--- src/lcgr_pkg.sv ---
// Shared constants for the bounded linear congruential random generator.
package lcgr_pkg;

	// Field and datapath widths.
	localparam int BOUND_W = 16;
	localparam int SPAN_W  = BOUND_W + 1;
	localparam int SEED_W  = 31;
	localparam int CNT_W   = $clog2(SEED_W);

	// Generator constants.
	localparam logic [SEED_W-1:0] LCG_MULT   = SEED_W'(1103515245);
	localparam logic [SEED_W-1:0] LCG_INC    = SEED_W'(81800);
	localparam logic [SEED_W-1:0] SEED_RESET = SEED_W'(81800);

	// Starting value of the step counter of the serial multiply and the serial remainder.
	localparam logic [CNT_W-1:0] LAST_STEP = CNT_W'(SEED_W - 1);

endpackage

--- src/lcgr_rem.sv ---
// Bit-serial remainder of the 31-bit seed by a 17-bit span, one bit per cycle.
module lcgr_rem
	import lcgr_pkg::*;
(
	input  logic                 clk,
	input  logic                 arst_n,
	input  logic                 start,
	input  logic [SEED_W-1:0]    dividend,
	input  logic [SPAN_W-1:0]    divisor,
	output logic                 done,
	output logic [BOUND_W-1:0]   remainder
);

	logic                busy_q;
	logic                done_q;
	logic [CNT_W-1:0]    cnt_q;
	logic [SEED_W-1:0]   dvd_q;
	logic [SPAN_W-1:0]   dvs_q;
	logic [SPAN_W-1:0]   rem_q;
	logic [SPAN_W:0]     shifted;
	logic [SPAN_W-1:0]   rem_next;

	// One restoring step: bring in the next dividend bit and subtract if it fits.
	always_comb begin
		shifted = {rem_q, dvd_q[SEED_W-1]};
		if (shifted >= {1'b0, dvs_q}) begin
			rem_next = SPAN_W'(shifted - {1'b0, dvs_q});
		end else begin
			rem_next = shifted[SPAN_W-1:0];
		end
	end

	// Control and datapath registers of the iteration.
	always_ff @(posedge clk or negedge arst_n) begin
		if (!arst_n) begin
			busy_q <= 1'b0;
			done_q <= 1'b0;
			cnt_q  <= '0;
		end else begin
			done_q <= 1'b0;
			if (start) begin
				busy_q <= 1'b1;
				cnt_q  <= LAST_STEP;
			end else if (busy_q) begin
				cnt_q <= cnt_q - 1'b1;
				if (cnt_q == '0) begin
					busy_q <= 1'b0;
					done_q <= 1'b1;
				end
			end
		end
	end

	always_ff @(posedge clk) begin
		if (start) begin
			dvd_q <= dividend;
			dvs_q <= divisor;
			rem_q <= '0;
		end else if (busy_q) begin
			dvd_q <= {dvd_q[SEED_W-2:0], 1'b0};
			rem_q <= rem_next;
		end
	end

	// The remainder is below the span, which is at most 65536, so 16 bits hold it.
	assign done      = done_q;
	assign remainder = rem_q[BOUND_W-1:0];

endmodule

--- src/lcg_random_in_range_core.sv ---
// Top level of the bounded random generator: seed update and result delivery.
//
// Usage: each request on the req channel (req_valid, req_stall, low_bound,
// high_bound) asks for one pseudorandom value between the two signed bounds,
// inclusive; the bounds may come in either order. Exactly one response
// follows on the rsp channel (rsp_valid, rsp_stall, random_value), in order.
// The accepting edge starts a bit-serial shift-and-add multiply that advances
// the 31-bit seed; a launch state then starts the remainder unit, which runs
// its one-bit-per-cycle restoring steps, and the result is handed over and
// registered at the output, where rsp_valid rises.
// One request is in flight at a time, so a new request is taken only once
// the last one has finished; req_stall is high from the accepting edge until the
// result has moved into the output register.
// The output register holds a finished response while rsp_stall is high,
// and the next request is taken meanwhile; its computation then waits at the
// end until the held response has gone.
// Reset sets the seed to 81800, empties the output register and leaves the
// block ready for a request.
module lcg_random_in_range_core
	import lcgr_pkg::*;
(
	input  logic                       clk,
	input  logic                       arst_n,
	input  logic                       req_valid,
	output logic                       req_stall,
	input  logic signed [BOUND_W-1:0]  low_bound,
	input  logic signed [BOUND_W-1:0]  high_bound,
	output logic                       rsp_valid,
	input  logic                       rsp_stall,
	output logic signed [BOUND_W-1:0]  random_value
);

	typedef enum logic [2:0] {
		S_IDLE,
		S_MUL,
		S_START,
		S_REM,
		S_OUT
	} state_t;

	state_t              state_q;
	logic [SEED_W-1:0]   seed_q;
	logic [SEED_W-1:0]   mplier_q;
	logic [SEED_W-1:0]   mcand_q;
	logic [SEED_W-1:0]   acc_q;
	logic [CNT_W-1:0]    cnt_q;
	logic [BOUND_W-1:0]  lo_q;
	logic [SPAN_W-1:0]   span_q;
	logic [BOUND_W-1:0]  res_q;
	logic                rsp_valid_q;
	logic [BOUND_W-1:0]  random_value_q;

	logic                req_accept;
	logic                out_free;
	logic                swap;
	logic [BOUND_W-1:0]  lo_sel;
	logic [BOUND_W-1:0]  hi_sel;
	logic [SPAN_W-1:0]   span_next;
	logic [SEED_W-1:0]   acc_next;
	logic                rem_start;
	logic                rem_done;
	logic [BOUND_W-1:0]  rem_value;

	assign req_accept = req_valid && !req_stall;
	assign out_free   = !rsp_valid_q || !rsp_stall;
	assign rem_start  = (state_q == S_START);

	// Order the bounds and form the span, which lies between 1 and 65536.
	always_comb begin
		swap      = low_bound > high_bound;
		lo_sel    = swap ? high_bound : low_bound;
		hi_sel    = swap ? low_bound : high_bound;
		span_next = SPAN_W'({hi_sel[BOUND_W-1], hi_sel} - {lo_sel[BOUND_W-1], lo_sel}
			+ SPAN_W'(1));
	end

	// One partial product a cycle; the sum wraps at 31 bits as the seed does.
	assign acc_next = acc_q + (mplier_q[0] ? mcand_q : '0);

	lcgr_rem u_rem (
		.clk       (clk),
		.arst_n    (arst_n),
		.start     (rem_start),
		.dividend  (seed_q),
		.divisor   (span_q),
		.done      (rem_done),
		.remainder (rem_value)
	);

	// Sequencer with the seed and the output register.
	always_ff @(posedge clk or negedge arst_n) begin
		if (!arst_n) begin
			state_q     <= S_IDLE;
			seed_q      <= SEED_RESET;
			rsp_valid_q <= 1'b0;
			cnt_q       <= '0;
		end else begin
			// A new response loads the output register; a taken one empties it.
			if (state_q == S_OUT && out_free) begin
				rsp_valid_q <= 1'b1;
			end else if (!rsp_stall) begin
				rsp_valid_q <= 1'b0;
			end
			case (state_q)
				S_IDLE: begin
					if (req_accept) begin
						cnt_q   <= LAST_STEP;
						state_q <= S_MUL;
					end
				end
				S_MUL: begin
					cnt_q <= cnt_q - 1'b1;
					if (cnt_q == '0) begin
						seed_q  <= acc_next;
						state_q <= S_START;
					end
				end
				S_START: begin
					state_q <= S_REM;
				end
				S_REM: begin
					if (rem_done) begin
						state_q <= S_OUT;
					end
				end
				S_OUT: begin
					if (out_free) begin
						state_q <= S_IDLE;
					end
				end
				default: begin
					state_q <= S_IDLE;
				end
			endcase
		end
	end

	// Datapath registers of the multiply, the bounds and the result.
	always_ff @(posedge clk) begin
		if (req_accept) begin
			mplier_q <= seed_q;
			mcand_q  <= LCG_MULT;
			acc_q    <= LCG_INC;
			lo_q     <= lo_sel;
			span_q   <= span_next;
		end else if (state_q == S_MUL) begin
			mplier_q <= {1'b0, mplier_q[SEED_W-1:1]};
			mcand_q  <= {mcand_q[SEED_W-2:0], 1'b0};
			acc_q    <= acc_next;
		end
		if (state_q == S_REM && rem_done) begin
			res_q <= rem_value + lo_q;
		end
		if (state_q == S_OUT && out_free) begin
			random_value_q <= res_q;
		end
	end

	assign req_stall    = (state_q != S_IDLE);
	assign rsp_valid    = rsp_valid_q;
	assign random_value = random_value_q;

endmodule

--- config.mk ---
export PLATFORM = sky130hd
export DESIGN_NAME = lcg_random_in_range_core
export DESIGN_NICKNAME = d
export VERILOG_FILES = /design/src/lcgr_pkg.sv /design/src/lcgr_rem.sv /design/src/lcg_random_in_range_core.sv
export SDC_FILE = /design/constraint.sdc
export NUM_CORES = 1
export LEC_CHECK = 0
export BUFFER_PORTS_ARGS = -buffer_cell sky130_fd_sc_hd__buf_2
export CAP_MARGIN = 25
export CORE_MARGIN = 10
export CORE_UTILIZATION = 40
export CTS_CLUSTER_DIAMETER = 60
export DETAILED_ROUTE_END_ITERATION = 16
export PLACE_DENSITY = 0.53
export SYNTH_ARGS = -nofsm -noshare
export SYNTH_HDL_FRONTEND = slang
export SYNTH_SLANG_ARGS = --single-unit
--- constraint.sdc ---
create_clock -name clk -period 8.5 [get_ports clk]
set_input_delay 0.85 -clock clk [delete_from_list [all_inputs] [get_ports clk]]
set_output_delay 0.85 -clock clk [all_outputs]
set_load 0.1 [all_outputs]
==> run metrics <==
Distinct cells, synth=71; Final Core Density=46.0%; worst path arrival time=5.38 ns; Post-CTS Setup Bufs=0; Vias/cell=5.18; Residual DRC=0; Hold WC Path Type=reg -> reg; H-tree depth=2; Sink Count=270; Lkg Pwr=7.11 nW; CTS tree=yes; Storage cell area=7090 um^2; fraction of layout cells with a size suffix above 1=10.2%; reg2reg start=mplier_q[0]; flop-to-flop setup slack=4.80 ns; pre-CTS WS=2.87 ns; I/O pin total=54; R2R depth=12; Layout Skew=0.0190 ns; total CTS buffers=34; clk slew on worst S/H paths=0.06 ns; number of synthesized flops with an enable pin=144; die area=44500 um^2; Seq/Total Area, Yosys=48.6%; # fillers=3453; max capacitance violation total=0; final WL=32.9 mm; maximum vdd drop=0.000171 V; cts hold-fix bufs=0; DR vias=10.7k; RSZ-0062 raised after global routing=no; GR Overflow Total=0; hold wc startpoint=res_q[1]; worst-skew pair later-pin latency=0.51 ns; Routed WL per cell=15.9 um; FF-to-FF End=seed_q[27]; die width=211 um; area of the multi-input gates=7010 um^2; Slew @ Worst Pin=0.953 ns; Worst Path Required=8.75 ns; All-Layer GR Usage=14.9%; Max Slew Vio Count=0; most frequent cells in the layout=nand2_1 (345), edfxtp_1 (144), o21ai_0 (117), a21oi_1 (102), ha_1 (99); cells after synthesis=1538; 1st-pass router iterations=5; post-cts resize count=0; Mapped Avg Cell Area=9.49 um^2; vias in the first global route=10.5k; first-pass GRT wire length=54.7 mm; drt initial violations=615; ys async rst share=17.4%; period utilization=60.4%; crit start category=input port; final setup TNS=0 ns; Fin. Hold Viols=0; Synth Flop Type=edfxtp_1; Antenna Nets Post-Route=0; Worst Setup Path Type=in -> reg; Hold Path Stages=0; min cycle time layout=5.13 ns; final setup vio count=0; Cell Rows=69; Initial Util=40.8%; status=complete, no violations; Area Overhead vs Synth=12.8%; clock buffer depth=3; Mapped Area=14600 um^2; register bit count reported by yosys=270; Final GP Congestion=0.831; Synthesis Warnings=0; critical path capture point type=flip-flop; CTS root buffer=clkbuf_16; fmax=195 MHz; Post-Syn Nets=1677; final net count=1722; worst setup margin=3.37 ns; Worst slew margin=36.5%; largest net degree at the start of global routing=69; worst hold endpoint=random_value[1]; pwr dens=385 nW/um^2; initial antenna violation count=3; core area=35700 um^2; critical path peak fanout=61; I/O Buffers=53; Detailed Place HPWL=22.5 mm; leading cell type in the layout, fill and taps excluded=nand2_1; Chip Height=211 um
==> flip-flops by register name, indices dropped and copies added (netlist names), 5 cells and up <==
name,flops
acc_q,31
mcand_q,31
mplier_q,31
seed_q,31
u_rem.dvd_q,31
span_q,17
u_rem.dvs_q,17
u_rem.rem_q,17
lo_q,16
random_value,16
res_q,16
cnt_q,5
u_rem.cnt_q,5
==> cell type report <==
cell class,count,share of cell area [%]
Antenna cell,2,0.0304
Clock buffer,40,5.76
Clock inverter,22,1.24
Inverter,65,1.48
Multi-Input combinational cell,1144,42.6
Sequential cell,270,43.1
Tap cell,461,3.50
Timing Repair Buffer,68,2.32
==> where the power goes <==
group / internal [mW] / switching, mW
Sequential: 1.91 / 0.265
Clock: 0.894 / 0.562
Combinational: 1.12 / 1.59
Total: 3.92 / 2.41
==> stage by stage <==
step	instance area, um^2	cells	hold slack (ns)	power, mW
detailed placement	15300	2008	0.405	4.91
finish	16500	2072	0.417	6.34
global route	16500	2071	0.420	6.88
floorplan	14600	1538	0.400	4.28
global placement	15300	2007	0.404	4.85
CTS	16500	2070	0.418	6.41
==> cell usage after synthesis (all sizes together), types with 10 or more instances <==
cell type  instances  area (um^2)
o21ai            121          606
xor2              26          228
nand3b            16          120
a21o              23          173
ha                99         1240
dfrtp             38          951
o21a              10         75.1
nor3              19         95.1
nor2              81          304
nand2            346         1300
a211oi            19          143
dfxtp             79         1580
edfxtp           144         4320
and2              36          225
buf               10         70.1
nand2b            24          150
clkbuf            48          180
mux2i             20          200
xnor2             41          359
nor2b             12         82.6
inv               64          240
a21oi            103          519
nand3             31          155
==> how the worst max path moves through the flow <==
stage                              from         end
after floorplan           high_bound[5]  span_q[15]
after global placement    high_bound[1]  span_q[15]
after detailed placement  high_bound[1]  span_q[15]
after CTS                 high_bound[1]  span_q[15]
after global routing      high_bound[1]  span_q[16]
final                     high_bound[1]  span_q[15]
==> cells by family (layout without fill, tap and decap cells) <==
group / after synthesis / in the layout / share of synthesized area, %
XOR/XNOR: 67 / 67 / 4.02
adder cells (fa/ha/maj): 103 / 103 / 9.04
AND/OR/NAND/NOR: 605 / 605 / 18.6
buffers and inverters: 124 / 195 / 3.46
other: 0 / 2 / 0
flip-flops: 270 / 270 / 48.6
multiplexers: 30 / 30 / 2.22
AO/OA/AOI/OAI: 339 / 339 / 14.0
==> metal layers <==
metal	up-vias	wire [um]	share of wire, %	global-route usage [%]
met3	40	1270	3.9	2.67
met2	143	14200	43	23.0
met5	-	13	0.040	0
met1	5060	16800	51	21.3
met4	2	580	1.8	3.67
li1	5480	-	-	-
==> critical path, stage by stage <==
cell and delay [ns]:
buf_2 0.10, inv_1 0.06, ha_1 0.30, nor2b_1 0.14, o21ai_0 0.21, nand2b_1 0.08, a21oi_1 0.14, o21ai_0 0.12
a21oi_1 0.16, o22a_2 0.76, o22ai_1 0.21, ha_1 0.25, fa_1 0.41, a21o_1 0.19, a21o_1 0.19, a21oi_1 0.20
o21ai_0 0.15, a41oi_1 0.27, a211oi_1 0.14, a21o_1 0.20, a21oi_1 0.17, xnor2_1 0.09
(Power assumes the default switching activity.)
